## config.mk

```make
export PLATFORM = sky130hd
export DESIGN_NAME = wheel_odometry_integrator
export DESIGN_NICKNAME = d
export VERILOG_FILES = /design/src/rtl/woi_pkg.sv /design/src/rtl/woi_ser_mul.sv /design/src/rtl/woi_cordic.sv /design/src/rtl/wheel_odometry_integrator.sv
export VERILOG_INCLUDE_DIRS = /design/src /design/src/rtl
export SDC_FILE = /design/constraint.sdc
export NUM_CORES = 2
export LEC_CHECK = 0
export BUFFER_PORTS_ARGS = -buffer_cell sky130_fd_sc_hd__buf_2
export CAP_MARGIN = 0
export CORE_MARGIN = 2
export CORE_UTILIZATION = 40
export DETAILED_ROUTE_END_ITERATION = 7
export SLEW_MARGIN = 40
export SYNTH_ARGS = -nofsm -noshare
export SYNTH_HDL_FRONTEND = slang
export SYNTH_HIERARCHICAL = 1
export SYNTH_SLANG_ARGS = --single-unit
```

## constraint.sdc

```tcl
create_clock -name clk -period 8.9 [get_ports clk]
set_clock_uncertainty 0.05 [all_clocks]
set_input_delay 0.89 -clock clk [delete_from_list [all_inputs] [get_ports clk]]
set_output_delay 0.89 -clock clk [all_outputs]
set_load 0.005 [all_outputs]
```

## src/rtl/wheel_odometry_integrator_assert.svh

```systemverilog
// Assertion macros shared by the odometry RTL files.
`ifndef WHEEL_ODOMETRY_INTEGRATOR_ASSERT_SVH
`define WHEEL_ODOMETRY_INTEGRATOR_ASSERT_SVH

// Same-cycle implication, checked outside reset.
`define WOI_AST_IMP(lbl, ck, rn, ante, cons) \
  lbl: assert property (@(posedge ck) disable iff (!rn) (ante) |-> (cons)) \
    else $error("odometry assertion failed");

// Next-cycle implication, checked outside reset.
`define WOI_AST_NXT(lbl, ck, rn, ante, cons) \
  lbl: assert property (@(posedge ck) disable iff (!rn) (ante) |=> (cons)) \
    else $error("odometry assertion failed");

`endif

```

## src/rtl/woi_pkg.sv

```systemverilog
// Types, constants and helper functions of the wheel odometry integrator.
`default_nettype none
package woi_pkg;

  localparam int ATAN_ENTRIES = 24;
  localparam int AIDX_W       = 5;
  localparam int MUL_AW       = 32;
  localparam int MUL_BW       = 34;
  localparam int PROD_W       = MUL_AW + MUL_BW;
  localparam int NBITS_W      = 6;
  localparam int CRD_W        = 34;
  localparam int ZW           = 33;

  localparam logic signed [CRD_W-1:0] CORDIC_INIT = 34'sd652032874;
  localparam logic [13:0] ANGLE_SCALE_Q20 = 14'd10937;
  localparam logic [19:0] USEC_PER_SEC    = 20'd1000000;

  typedef struct packed {
    logic               go;
    logic [NBITS_W-1:0] nbits;
  } mul_ctl_t;

  function automatic logic [31:0] atan_lut(input logic [AIDX_W-1:0] idx);
    logic [31:0] v;
    case (idx)
      5'd0:  v = 32'd536870912;
      5'd1:  v = 32'd316933406;
      5'd2:  v = 32'd167458907;
      5'd3:  v = 32'd85004756;
      5'd4:  v = 32'd42667331;
      5'd5:  v = 32'd21354465;
      5'd6:  v = 32'd10679838;
      5'd7:  v = 32'd5340245;
      5'd8:  v = 32'd2670163;
      5'd9:  v = 32'd1335087;
      5'd10: v = 32'd667544;
      5'd11: v = 32'd333772;
      5'd12: v = 32'd166886;
      5'd13: v = 32'd83443;
      5'd14: v = 32'd41722;
      5'd15: v = 32'd20861;
      5'd16: v = 32'd10430;
      5'd17: v = 32'd5215;
      5'd18: v = 32'd2608;
      5'd19: v = 32'd1304;
      5'd20: v = 32'd652;
      5'd21: v = 32'd326;
      5'd22: v = 32'd163;
      5'd23: v = 32'd81;
      default: v = 32'd0;
    endcase
    return v;
  endfunction

  // Clamp a wide signed value to the 32-bit signed range.
  function automatic logic signed [31:0] sat32(input logic signed [PROD_W-1:0] v);
    logic signed [31:0] r;
    if (v > PROD_W'(64'sd2147483647))
      r = 32'sh7FFFFFFF;
    else if (v < -PROD_W'(64'sd2147483648))
      r = 32'sh80000000;
    else
      r = v[31:0];
    return r;
  endfunction

endpackage
`default_nettype wire

```

## src/rtl/woi_ser_mul.sv

```systemverilog
// Bit-serial signed shift-add multiplier, one multiplier bit per cycle.
`default_nettype none
`include "wheel_odometry_integrator_assert.svh"
module woi_ser_mul import woi_pkg::*; (
  input  wire logic                     clk,
  input  wire logic                     rst_n,
  input  wire mul_ctl_t                 ctl,
  input  wire logic signed [MUL_AW-1:0] a,
  input  wire logic        [MUL_BW-1:0] b,
  output logic                          done,
  output logic signed [PROD_W-1:0]      prod
);

  logic                     busy_r;
  logic                     done_r;
  logic [NBITS_W-1:0]       cnt_r;
  logic signed [PROD_W-1:0] a_sh_r;
  logic [MUL_BW-1:0]        b_sh_r;
  logic signed [PROD_W-1:0] acc_r;
  logic signed [PROD_W-1:0] addend;
  logic signed [PROD_W-1:0] acc_nxt;

  // Top bit of the multiplier carries negative weight.
  always_comb begin
    addend  = (cnt_r == NBITS_W'(1)) ? -a_sh_r : a_sh_r;
    acc_nxt = b_sh_r[0] ? acc_r + addend : acc_r;
  end

  always_ff @(posedge clk) begin
    if (!rst_n) begin
      busy_r <= 1'b0;
      done_r <= 1'b0;
      cnt_r  <= '0;
    end else begin
      done_r <= 1'b0;
      if (ctl.go) begin
        busy_r <= 1'b1;
        cnt_r  <= ctl.nbits;
      end else if (busy_r) begin
        cnt_r <= cnt_r - NBITS_W'(1);
        if (cnt_r == NBITS_W'(1)) begin
          busy_r <= 1'b0;
          done_r <= 1'b1;
        end
      end
    end
  end

  always_ff @(posedge clk) begin
    if (ctl.go) begin
      acc_r  <= '0;
      a_sh_r <= PROD_W'(a);
      b_sh_r <= b;
    end else if (busy_r) begin
      acc_r  <= acc_nxt;
      a_sh_r <= a_sh_r <<< 1;
      b_sh_r <= b_sh_r >> 1;
    end
  end

  assign done = done_r;
  assign prod = acc_r;

  `WOI_AST_NXT(a_go_starts, clk, rst_n, ctl.go && ctl.nbits != '0, busy_r)
  `WOI_AST_IMP(a_done_idle, clk, rst_n, done_r, !busy_r)
  `WOI_AST_IMP(a_busy_count, clk, rst_n, busy_r, cnt_r != '0)

endmodule
`default_nettype wire

```

## src/rtl/woi_cordic.sv

```systemverilog
// Iterative CORDIC rotator giving cos and sin of a binary angle in Q2.30.
`default_nettype none
`include "wheel_odometry_integrator_assert.svh"
module woi_cordic import woi_pkg::*; #(
  parameter int STAGES = 16
) (
  input  wire logic                    clk,
  input  wire logic                    rst_n,
  input  wire logic                    go,
  input  wire logic [31:0]             angle,
  output logic                         done,
  output logic signed [CRD_W-1:0]      cos_o,
  output logic signed [CRD_W-1:0]      sin_o
);

  localparam int NITER = (STAGES < ATAN_ENTRIES) ? STAGES : ATAN_ENTRIES;
  localparam logic [1:0] QUAD_1 = 2'd1;
  localparam logic [1:0] QUAD_2 = 2'd2;
  localparam logic [1:0] QUAD_3 = 2'd3;

  logic                    busy_r;
  logic                    done_r;
  logic [AIDX_W-1:0]       i_r;
  logic [1:0]              quad_r;
  logic signed [CRD_W-1:0] x_r, y_r, xn, yn, xs, ys;
  logic signed [ZW-1:0]    z_r, zn, at;
  logic signed [CRD_W-1:0] cos_r, sin_r;
  logic                    last;

  always_comb begin
    xs   = x_r >>> i_r;
    ys   = y_r >>> i_r;
    at   = ZW'(atan_lut(i_r));
    last = (i_r == AIDX_W'(NITER - 1));
    if (!z_r[ZW-1]) begin
      xn = x_r - ys;
      yn = y_r + xs;
      zn = z_r - at;
    end else begin
      xn = x_r + ys;
      yn = y_r - xs;
      zn = z_r + at;
    end
  end

  always_ff @(posedge clk) begin
    if (!rst_n) begin
      busy_r <= 1'b0;
      done_r <= 1'b0;
      i_r    <= '0;
    end else begin
      done_r <= 1'b0;
      if (go) begin
        busy_r <= 1'b1;
        i_r    <= '0;
      end else if (busy_r) begin
        i_r <= i_r + AIDX_W'(1);
        if (last) begin
          busy_r <= 1'b0;
          done_r <= 1'b1;
        end
      end
    end
  end

  // Rotate in the first quadrant, then restore the quadrant on the last step.
  always_ff @(posedge clk) begin
    if (go) begin
      x_r    <= CORDIC_INIT;
      y_r    <= '0;
      z_r    <= ZW'(angle[29:0]);
      quad_r <= angle[31:30];
    end else if (busy_r) begin
      x_r <= xn;
      y_r <= yn;
      z_r <= zn;
      if (last) begin
        case (quad_r)
          QUAD_1:  begin cos_r <= -yn; sin_r <= xn;  end
          QUAD_2:  begin cos_r <= -xn; sin_r <= -yn; end
          QUAD_3:  begin cos_r <= yn;  sin_r <= -xn; end
          default: begin cos_r <= xn;  sin_r <= yn;  end
        endcase
      end
    end
  end

  assign done  = done_r;
  assign cos_o = cos_r;
  assign sin_o = sin_r;

  `WOI_AST_NXT(a_go_starts, clk, rst_n, go, busy_r)
  `WOI_AST_IMP(a_done_idle, clk, rst_n, done_r, !busy_r)
  `WOI_AST_IMP(a_idx_range, clk, rst_n, busy_r, i_r <= AIDX_W'(NITER - 1))

endmodule
`default_nettype wire

```

## src/rtl/wheel_odometry_integrator.sv

```systemverilog
// Top level of the skid-steer dead-reckoning odometry integrator.
`default_nettype none
`include "wheel_odometry_integrator_assert.svh"
// Dead-reckoning odometry for a four-wheel skid-steer base. Each input transfer
// carries four wheel speeds and a time step in tdata and the active and clear
// flags in tuser; each one yields exactly one output transfer with the updated
// pose and body velocities. A clear or inactive transfer goes straight to the
// final state that loads the output register. An active transfer first runs
// through one bit-serial multiplier (one multiplier bit per cycle, six products
// of 17 to 34 bits), a restoring divide by one million (48 steps, one quotient
// bit per cycle) and a CORDIC rotator that runs beside the divide. Items are
// worked one at a time; a new item is taken as soon as the block is back in
// idle, even while the previous result still waits in the output register. A
// result that is still waiting when the next one is ready holds the sequencer
// in its final state until the output transfer happens. Gains are to be written
// through the plain cfg port only while the block is idle; the block itself does
// not enforce this.
module wheel_odometry_integrator import woi_pkg::*; #(
  parameter int CORDIC_STAGES = 16
) (
  input  wire logic         clk,
  input  wire logic         rst_n,
  input  wire logic         cfg_we,
  input  wire logic [0:0]   cfg_addr,
  input  wire logic [31:0]  cfg_wdata,
  input  wire logic         in_tvalid,
  output logic              in_tready,
  // speed_front_left, speed_rear_left, speed_front_right, speed_rear_right,
  // step_time_us
  input  wire logic [79:0]  in_tdata,
  // drives_active, clear_pose
  input  wire logic [1:0]   in_tuser,
  output logic              out_tvalid,
  input  wire logic         out_tready,
  // pos_x, pos_y, heading_angle, linear_velocity, yaw_velocity
  output logic [143:0]      out_tdata
);

  localparam logic [0:0] REG_LINEAR_GAIN = 1'b0;
  localparam logic [0:0] REG_YAW_GAIN    = 1'b1;

  localparam logic [3:0] ST_IDLE = 4'd0;
  localparam logic [3:0] ST_LIN  = 4'd1;
  localparam logic [3:0] ST_YAW  = 4'd2;
  localparam logic [3:0] ST_ANG  = 4'd3;
  localparam logic [3:0] ST_DMUL = 4'd4;
  localparam logic [3:0] ST_DIV  = 4'd5;
  localparam logic [3:0] ST_PX   = 4'd6;
  localparam logic [3:0] ST_PY   = 4'd7;
  localparam logic [3:0] ST_FIN  = 4'd8;

  localparam int DIV_N = 48;

  // Configuration and pose state.
  logic signed [31:0] lgain_r, ygain_r;
  logic signed [31:0] pos_x_r, pos_y_r, lin_r, yaw_r;
  logic [31:0]        heading_r;
  logic [3:0]         state_r;

  // Item working registers.
  logic signed [17:0] sum_r;
  logic [15:0]        dt_r;
  logic [29:0]        k_r;
  logic               dneg_r;
  logic [DIV_N-1:0]   m_r;
  logic [19:0]        rem_r;
  logic [28:0]        q_r;
  logic [5:0]         dcnt_r;
  logic signed [31:0] dist_r;

  // Shared multiplier and rotator hookup.
  mul_ctl_t           mul_ctl_r;
  logic signed [31:0] mul_a_r;
  logic [MUL_BW-1:0]  mul_b_r;
  logic               mul_done;
  logic signed [PROD_W-1:0] prod;
  logic               crd_go_r;
  logic               crd_done;
  logic signed [CRD_W-1:0] crd_cos, crd_sin;

  logic               out_tvalid_r;
  logic [143:0]       out_tdata_r;
  logic               mul_wait_st;

  // Unpack the input transfer.
  logic signed [15:0] in_fl, in_rl, in_fr, in_rr;
  logic [15:0]        in_dt;
  logic               in_active, in_clear, in_fire;

  assign in_fl     = in_tdata[15:0];
  assign in_rl     = in_tdata[31:16];
  assign in_fr     = in_tdata[47:32];
  assign in_rr     = in_tdata[63:48];
  assign in_dt     = in_tdata[79:64];
  assign in_active = in_tuser[0];
  assign in_clear  = in_tuser[1];
  assign in_tready = (state_r == ST_IDLE);
  assign in_fire   = in_tvalid && in_tready;

  // Rounding and saturation on the multiplier result.
  logic signed [31:0]       lin_new, yaw_new, px_new, py_new, dist_new;
  logic [31:0]              dang;
  logic signed [PROD_W-1:0] nprime, mag, px_add, py_add;
  logic                     nneg;
  logic [20:0]              rem_sh;
  logic                     qbit;
  logic [28:0]              q_fin;

  always_comb begin
    lin_new = sat32((prod + PROD_W'(2048)) >>> 12);
    yaw_new = sat32((PROD_W'(2048) - prod) >>> 12);
    dang    = 32'((prod + PROD_W'(64'd524288)) >>> 20);
    // Floor division of a negative value runs on its magnitude plus divisor minus one.
    nprime  = prod + PROD_W'(USEC_PER_SEC >> 1);
    nneg    = nprime[PROD_W-1];
    mag     = nneg ? (PROD_W'(USEC_PER_SEC) - PROD_W'(1) - nprime) : nprime;
    px_add  = (prod + PROD_W'(64'sd536870912)) >>> 30;
    py_add  = px_add;
    px_new  = sat32(PROD_W'(pos_x_r) + px_add);
    py_new  = sat32(PROD_W'(pos_y_r) + py_add);
    rem_sh  = {rem_r, m_r[DIV_N-1]};
    qbit    = (rem_sh >= 21'(USEC_PER_SEC));
    q_fin   = {q_r[27:0], qbit};
    dist_new = dneg_r ? -$signed(32'(q_fin)) : $signed(32'(q_fin));
  end

  // Gain registers.
  always_ff @(posedge clk) begin
    if (!rst_n) begin
      lgain_r <= '0;
      ygain_r <= '0;
    end else if (cfg_we) begin
      case (cfg_addr)
        REG_LINEAR_GAIN: lgain_r <= cfg_wdata;
        REG_YAW_GAIN:    ygain_r <= cfg_wdata;
        default:         lgain_r <= lgain_r;
      endcase
    end
  end

  // Sequencer: each multiplier state waits for the shared unit, takes its result and
  // launches the next product, if any; the divide state launches one at its last step.
  always_ff @(posedge clk) begin
    if (!rst_n) begin
      state_r      <= ST_IDLE;
      pos_x_r      <= '0;
      pos_y_r      <= '0;
      heading_r    <= '0;
      lin_r        <= '0;
      yaw_r        <= '0;
      mul_ctl_r    <= '0;
      crd_go_r     <= 1'b0;
      out_tvalid_r <= 1'b0;
    end else begin
      mul_ctl_r.go <= 1'b0;
      crd_go_r     <= 1'b0;
      if (out_tvalid_r && out_tready)
        out_tvalid_r <= 1'b0;
      case (state_r)
        ST_IDLE: begin
          if (in_fire) begin
            if (in_clear) begin
              pos_x_r   <= '0;
              pos_y_r   <= '0;
              heading_r <= '0;
              lin_r     <= '0;
              yaw_r     <= '0;
              state_r   <= ST_FIN;
            end else if (!in_active) begin
              lin_r   <= '0;
              yaw_r   <= '0;
              state_r <= ST_FIN;
            end else begin
              mul_ctl_r <= '{go: 1'b1, nbits: NBITS_W'(18)};
              state_r   <= ST_LIN;
            end
          end
        end
        ST_LIN: begin
          if (mul_done) begin
            lin_r     <= lin_new;
            mul_ctl_r <= '{go: 1'b1, nbits: NBITS_W'(18)};
            state_r   <= ST_YAW;
          end
        end
        ST_YAW: begin
          if (mul_done) begin
            yaw_r     <= yaw_new;
            mul_ctl_r <= '{go: 1'b1, nbits: NBITS_W'(31)};
            state_r   <= ST_ANG;
          end
        end
        ST_ANG: begin
          if (mul_done) begin
            heading_r <= heading_r + dang;
            crd_go_r  <= 1'b1;
            mul_ctl_r <= '{go: 1'b1, nbits: NBITS_W'(17)};
            state_r   <= ST_DMUL;
          end
        end
        ST_DMUL: begin
          if (mul_done)
            state_r <= ST_DIV;
        end
        ST_DIV: begin
          if (dcnt_r == 6'd1) begin
            mul_ctl_r <= '{go: 1'b1, nbits: NBITS_W'(MUL_BW)};
            state_r   <= ST_PX;
          end
        end
        ST_PX: begin
          if (mul_done) begin
            pos_x_r   <= px_new;
            mul_ctl_r <= '{go: 1'b1, nbits: NBITS_W'(MUL_BW)};
            state_r   <= ST_PY;
          end
        end
        ST_PY: begin
          if (mul_done) begin
            pos_y_r <= py_new;
            state_r <= ST_FIN;
          end
        end
        ST_FIN: begin
          if (!out_tvalid_r || out_tready) begin
            out_tvalid_r <= 1'b1;
            state_r      <= ST_IDLE;
          end
        end
        default: state_r <= ST_IDLE;
      endcase
    end
  end

  // Datapath registers: operands, divider and output payload.
  always_ff @(posedge clk) begin
    case (state_r)
      ST_IDLE: begin
        sum_r   <= 18'(in_fl) + 18'(in_rl) + 18'(in_fr) + 18'(in_rr);
        dt_r    <= in_dt;
        k_r     <= 30'(in_dt) * 30'(ANGLE_SCALE_Q20);
        mul_a_r <= lgain_r;
        mul_b_r <= MUL_BW'(18'(in_fl) + 18'(in_rl) - 18'(in_fr) - 18'(in_rr));
      end
      ST_LIN: begin
        mul_a_r <= ygain_r;
        mul_b_r <= MUL_BW'(sum_r);
      end
      ST_YAW: begin
        mul_a_r <= yaw_new;
        mul_b_r <= MUL_BW'(k_r);
      end
      ST_ANG: begin
        mul_a_r <= lin_r;
        mul_b_r <= MUL_BW'(dt_r);
      end
      ST_DMUL: begin
        dneg_r <= nneg;
        m_r    <= mag[DIV_N-1:0];
        rem_r  <= '0;
        q_r    <= '0;
        dcnt_r <= 6'(DIV_N);
      end
      ST_DIV: begin
        // Restoring divide, one quotient bit per cycle.
        rem_r  <= qbit ? 20'(rem_sh - 21'(USEC_PER_SEC)) : rem_sh[19:0];
        m_r    <= m_r << 1;
        q_r    <= q_fin;
        dcnt_r <= dcnt_r - 6'd1;
        dist_r  <= dist_new;
        mul_a_r <= dist_new;
        mul_b_r <= crd_cos;
      end
      ST_PX: begin
        mul_a_r <= dist_r;
        mul_b_r <= crd_sin;
      end
      ST_FIN: begin
        // Hold the waiting result until its transfer frees the output register.
        if (!out_tvalid_r || out_tready)
          out_tdata_r <= {yaw_r, lin_r, heading_r[31:16], pos_y_r, pos_x_r};
      end
      default: dt_r <= dt_r;
    endcase
  end

  woi_ser_mul u_mul (
    .clk   (clk),
    .rst_n (rst_n),
    .ctl   (mul_ctl_r),
    .a     (mul_a_r),
    .b     (mul_b_r),
    .done  (mul_done),
    .prod  (prod)
  );

  woi_cordic #(.STAGES(CORDIC_STAGES)) u_cordic (
    .clk   (clk),
    .rst_n (rst_n),
    .go    (crd_go_r),
    .angle (heading_r),
    .done  (crd_done),
    .cos_o (crd_cos),
    .sin_o (crd_sin)
  );

  assign out_tvalid = out_tvalid_r;
  assign out_tdata  = out_tdata_r;

  // States that wait on the shared multiplier.
  assign mul_wait_st = (state_r == ST_LIN) || (state_r == ST_YAW) || (state_r == ST_ANG) ||
                       (state_r == ST_DMUL) || (state_r == ST_PX) || (state_r == ST_PY);

  `WOI_AST_NXT(a_accept_leaves_idle, clk, rst_n, in_tvalid && in_tready, state_r != ST_IDLE)
  `WOI_AST_IMP(a_mul_done_waited, clk, rst_n, mul_done, mul_wait_st)
  `WOI_AST_IMP(a_crd_done_early, clk, rst_n, crd_done, state_r == ST_DMUL || state_r == ST_DIV)
  `WOI_AST_NXT(a_fin_loads, clk, rst_n, state_r == ST_FIN && !out_tvalid_r, out_tvalid_r)

endmodule
`default_nettype wire
```

---- Word-level counts from Yosys, hierarchy flattened ----
Memories as Yosys holds them, arrays and structs flattened. A register that Yosys moved wholly into a read port is not among the register bits.
Cells that the tools add are included.
word-level totals
  register bits ........................... 997
  memory bits (read-only) ................. 960
  input bits .............................. 120
  output and inout bits ................... 146
  word-level logic and storage cells ...... 222
  memories kept ........................... 1
memory list
  name              words  width  read ports  clocked after Yosys merged registers in  write ports  RTL line       source
  (name not given)  32     30     1           1                                        0            woi_pkg.sv:25  case (idx)
cells by class
  $add $sub $neg .......................... 30
  $mul .................................... 1
  order comparisons ....................... 9
  equality and inequality tests ........... 27
  shift-type cells ........................ 2
  multiplexer cells ....................... 80
  bitwise logic cells ..................... 4
  reductions and logical operators ........ 29
operator list
  cell                                                                                count
  32-bit two-way mux                                                                  19
  32-bit case mux with 2 select lines                                                 5
  34-bit case mux with 3 select lines                                                 2
  34-bit case mux with 6 select lines                                                 1
  66-bit two-way mux                                                                  3
  32-bit case mux with 6 select lines                                                 1
  34-bit two-way mux                                                                  4
  54-bit by 32-bit greater-than comparator with 1-bit output (second input constant)  2
  54-bit by 32-bit less-than comparator with 1-bit output (second input constant)     2
  48-bit case mux with 2 select lines                                                 1
  32-bit by 36-bit adder with 37-bit output                                           2
  37-bit by 32-bit greater-than comparator with 1-bit output (second input constant)  2
  37-bit by 32-bit less-than comparator with 1-bit output (second input constant)     2
  34-bit adder                                                                        2
  34-bit negator                                                                      2
  34-bit by 5-bit >>> shifter with 34-bit output                                      2
  34-bit subtractor                                                                   2
  66-bit by 13-bit adder with 66-bit output (second input constant)                   1
  66-bit by 19-bit adder with 66-bit output (second input constant)                   1
  66-bit by 31-bit adder with 66-bit output (second input constant)                   1
  66-bit adder                                                                        1
  66-bit negator                                                                      1
  13-bit by 66-bit subtractor with 66-bit output (first input constant)               1
  30-bit two-way mux                                                                  2
  other kinds (53)                                                                    120

---- Longest topological paths before layout ----
  depth after elaboration ................. 7
  gate-level depth with buffers ........... 32
  mapped depth without buffers ............ 27

---- Modules after synthesis ----
Netlist, hierarchy kept.
by module, submodules not included
  module                     instances  cells an instance  area an instance (um^2)  sequential area each (um^2)
  wheel_odometry_integrator  1          4,366              42,653.4                 16,916.2
  woi_cordic                 1          2,826              23,171.0                 5,165.0
  woi_ser_mul                1          1,414              12,189.2                 4,484.3

---- Worst setup path after synthesis ----
Ideal clock, no wire load.
  kind .................................... input -> register
  start ................................... in out_tready
  end ..................................... reg out_tdata_r[0] (netlist: out_tdata[0]) (enable)
  library setup time ...................... 0.666 ns
  arrival time ............................ 7.363 ns
  data required time ...................... 8.184 ns
  setup slack ............................. 0.822 ns
  stages .................................. 2
  buffers on the path ..................... 0
  cells stage by stage .................... nand2b_1 > nor2b_1
between the ends
  word-level cells in the longest chain between the ends .. 2
ends and longest elaborated chain
  element                               RTL line                          source
  from (decl)                           wheel_odometry_integrator.sv:34   input wire logic out_tready,
  1-bit logical OR                      wheel_odometry_integrator.sv:280  if (!out_tvalid_r || out_tready)
  2-bit AND reduction (no source line)  n/a
  to (signal assigned)                  wheel_odometry_integrator.sv:281  out_tdata_r <= {yaw_r, lin_r, heading_r[31:16], pos_y_r, pos_x_r};
  to (decl)                             wheel_odometry_integrator.sv:82   logic [143:0] out_tdata_r;
No other way between the ends.
A chain may end at the register's enable or synchronous reset.

---- Worst setup path after layout ----
  start ................................... reg u_cordic.i_r[2]
  end ..................................... reg u_cordic.sin_r[33] (netlist: u_cordic/sin_o[33]), data pin
between the ends
  word-level cells in the longest chain between the ends .. 5
  elaborated cells between the ends (all ways) .. 11
  classes of those cells .................. add/sub: 6; shift: 2; mux: 3
ends and longest elaborated chain
  element                                                                   RTL line                            source
  from (decl)                                                               woi_cordic.sv:23                    logic [AIDX_W-1:0] i_r;
  from (signal assigned)                                                    woi_cordic.sv:57                    i_r <= i_r + AIDX_W'(1);
  34-bit by 5-bit >>> shifter with 34-bit output, on equally long branches  woi_cordic.sv:32, woi_cordic.sv:31
  34-bit subtractor, or another cell as far along                           woi_cordic.sv:36                    xn = x_r - ys;
  34-bit two-way mux                                                        woi_cordic.sv:35                    if (!z_r[ZW-1]) begin
  34-bit negator, on equally long branches                                  woi_cordic.sv:81, woi_cordic.sv:80
  34-bit case mux with 3 select lines *                                     woi_cordic.sv:78                    case (quad_r)
  to (signal assigned)                                                      woi_cordic.sv:79                    QUAD_1: begin cos_r <= -yn; sin_r <= xn; end
  to (signal assigned)                                                      woi_cordic.sv:81                    QUAD_3: begin cos_r <= yn; sin_r <= -xn; end
  to (signal assigned)                                                      woi_cordic.sv:82                    default: begin cos_r <= xn; sin_r <= yn; end
  to (decl)                                                                 woi_cordic.sv:27                    logic signed [CRD_W-1:0] cos_r, sin_r;
Every way passes the cells marked *; elsewhere a longest branch is shown, timed or not.

==> impl.org <==
** Min path
- Min-Delay Startpoint :: cfg_wdata[12]
- The tightest min-delay check is of the input port to flop type.
- The worst hold path passes through 3 cells.

** Route
- Highest metal layer used by the detailed router :: met5
- Vias :: 68340
- Routed met1 length :: 113900 um
- Met3 WL post-DR :: 17020 um
- Dividing the detail-routed via count by the number of cells gives 6.026.
- Count of routing violations after the opening detailed-route iteration :: 6731
- Remaining routing DRC violations :: 0
- Number of nets with antenna violations after detailed routing :: 0
- Final routed wire length divided by cell count :: 24.50 um
- Before antenna repair, the detailed router went through 7 iterations.
- Met2 routed wirelength :: 130000 um
- Total wire length after detailed routing :: 277800 um

** GRT
- The first global-routing pass estimated 415400 um of wire.
- The number of antenna violations at the first check in global routing was 5.
- The total overflow left after global routing is 0.
- GR Util All Layers :: 0.2715
- Entering global routing, the biggest net connects 97 pins.
- The number of global-route vias before repair came to 65210.

** Clock tree
- The clock passes through at most 3 buffers.
- After clock tree synthesis, the clock-pin slew on the worst setup and hold paths is 60 ps.
- In this run the clock root is driven by a clkbuf_16.
- At the later pin of the worst-skew pair, clock insertion delay measures 820 ps.
- The H-tree was split into 3 levels.
- Total clock buffers created by CTS :: 118
- Buffers added to address setup during post-CTS repair amount to 0.
- Hold-fix buffers at CTS :: 0
- Clock tree from TritonCTS :: done
- PostCTS Resize Cnt :: 0
- CTS saw 1023 sinks.

** Power and ir drop
- Switching Fraction :: 0.4116
- Combinational cell fraction of total power :: 0.448
- Clock network power share :: 0.246
- In this run the power density over the cells is 243.8 mW/mm^2.
- Static leakage :: 34.68 nW
- Post-layout total power :: 21.06 mW
- Part of the total power dissipated in sequential elements :: 0.306
- Psw :: 8.671 mW
- Internal :: 12.39 mW
- Across the VDD grid, the largest voltage drop is 0.2565 mV.

** Synthesis
- Number of instances in the synthesized netlist :: 8604
- Each instance of the synthesized netlist takes up on average 9.064 um^2.
- Post-Syn Nets :: 9337
- Number of synthesis warnings :: 6
- Summing every instance area after synthesis gives 0.07799 mm^2.

** STA
- Final critical delay including setup and external delays :: 8382 ps
- The final max-slew violation count came to 0.
- For the pin with the worst max-slew slack, the measured transition is 903.6 ps.
- Hold violation total from the final report :: 0
- For this run, the top clock speed supported by timing is 119.3 MHz.
- Hold is met by 280.4 ps.
- Setup Total Neg Slack :: 0 ps
- Ratio of final minimum period to clock period :: 0.9418
- The worst pin sits at a relative slew slack of 0.3958.
- RSZ-0062 raised after global routing :: no
- Setup violations remaining at the end of the flow were counted as 0.

** Placed design
- Detailed placement HPWL :: 212300 um
- In this run the cell area measured after placement is 0.08216 mm^2.
- The congestion estimate from routability-driven global placement came to 0.9924.
- Port Buf Inserts :: 265

** Setup path
- Startpoint kind of the worst setup timing path :: flop
- Start point of the critical path :: u_cordic/i_r[2]$_SDFFE_PP0P_
- Of all nets on the critical path, the largest fanout is 47.
- Cell at the slowest stage of the critical path :: dfxtp_4
- Ordered cell list for the critical path :: buf_12 > mux4_2 > mux2i_1 > o22ai_1 > nor3_1 > ha_1 > nand2_1 > nor3_1 > and2_0 > a21oi_1 > xnor2_1 > ha_1 > a21oi_1 > nand2_1 > o21ai_0 > a21boi_0 > or4_1 > nand3_1 > and4_1 > nand4_1 > or4_4 > o311ai_0 > o31a_1 > o211ai_2
- Classification of the worst setup path :: flop to flop
- Reg2reg start :: u_cordic/i_r[2]$_SDFFE_PP0P_
- Data on the critical path arrives at its endpoint at 8830 ps.
- At the worst endpoint, the required time is 9340 ps.
- Cells on worst reg2reg path :: 24
- STA classifies the critical path endpoint as a flop.
- Delay of the slowest cell on the worst path :: 780 ps

** Finish
- Compared with the post-synthesis result, the final layout area differs by 10.77%.
- Once layout is complete, the utilization of the core stands at 0.4444.
- Layout cells sized above 1 :: 0.1201
- The final layout contains 9427 nets.
- After routing the design area is 0.08638 mm^2.
- Fill count :: 18800

** Floorplan
- Total core area :: 0.1944 mm^2
- Die Width :: 445.6 um
- Rows :: 162
- Height of the die :: 445.6 um
- Die Area :: 0.1985 mm^2
- In this run the count of I/O pins placed on the die edge is 266.
- Effective utilization at floorplan :: 0.4012

** Flow run
- Across the run, the number of max-cap violations was 0.

** Run status
- Status :: complete, no violations
registers in the layout, indices dropped and copies added, names as in the netlist, 33 cells and up:
signal,count
m_r,48
u_cordic/z_r,33
out_tdata,144
u_cordic/y_r,34
u_mul/b_sh_r,34
u_mul/a_sh_r,66
mul_b_r,34
u_cordic/cos_o,34
u_mul/prod,66
u_cordic/x_r,34
u_cordic/sin_o,34
cell type report:
cell class	instances	area [um^2]	share of cell area
Sequential cell	1023	26580	0.3077
Timing Repair Buffer	453	2875	0.03329
Clock buffer	153	3279	0.03796
Inverter	406	1531	0.01773
Multi-Input combinational cell	6692	48060	0.5564
Tap cell	2542	3181	0.03682
Clock inverter	69	870.8	0.01008
Antenna cell	3	7.507	0.00008691
routing by layer:
metal,up-vias,GRT usage
li1,31740,-
met1,33360,0.3496
met2,2594,0.4453
met3,632,0.03243
met4,6,0.1453
met5,-,0
per-stage QoR:
step	worst slack, ps	instances
2_1_floorplan	821.8	8604
3_3_place_gp	814.6	11110
3_5_place_dp	630.8	11110
4_1_cts	577.0	11340
5_1_grt	13.48	11340
6_report	518.2	11340
path summary, 6_finish.rpt:
path / endpoint / slack (ps)
hold reg to reg: out_tdata[130]$_DFFE_PP_ / 390
setup / recovery: u_cordic/sin_o[33]$_DFFE_PP_ / 520
hold / removal: lgain_r[12]$_SDFFE_PN0P_ / 280
setup reg to reg: u_cordic/sin_o[33]$_DFFE_PP_ / 520
power by group through the flow:
| stage | Sequential (mW) | Clock (mW) | Combinational [mW] |
|---|---|---|---|
| after floorplan | 6.19 | 0 | 6.74 |
| after global placement | 6.51 | 0 | 9.14 |
| after detailed placement | 6.53 | 0 | 9.24 |
| after CTS | 6.43 | 5.29 | 9.33 |
| after global routing | 6.49 | 5.47 | 10.3 |
| final | 6.44 | 5.19 | 9.44 |
critical path, delay by kind of cell, from the launching register on:
| kind | cells | cell delay, ps |
|---|---|---|
| AO/OA/AOI/OAI | 8 | 1890 |
| XOR/XNOR | 1 | 360 |
| adder cells (fa/ha/maj) | 2 | 700 |
| buffers and inverters | 1 | 350 |
| flip-flops | 1 | 780 |
| multiplexers | 2 | 830 |
| AND/OR/NAND/NOR | 10 | 3100 |
placed cells by master, fill, tap and decap left out, types with 41 or more instances in the layout:
master       n
o21ai_0    436
nor2_1     656
o21a_1      46
a211oi_1    78
edfxtp_1   606
dfxtp_1    408
buf_2      266
or3_1       73
a22oi_1     72
buf_4      171
a21o_1     162
or2_2       43
fa_1       145
nand3_1    190
ha_1       468
o31ai_1     60
xnor2_1    491
a222oi_1    60
mux2i_1    115
a21oi_1    670
xor2_1     269
nand4_1     85
nand2_1    934
mux4_2      76
nor3_1     170
nor4_1      68
o21bai_1    44
a41oi_1     41
inv_1      389
clkbuf_16  122
o211ai_1    84
a221o_1     41
and2_1      60
mux2_2     120
nor2b_1     60
and3_1     109
a31oi_1     96
nand2b_1    74
Note: power is estimated with default switching activity, not from simulation.
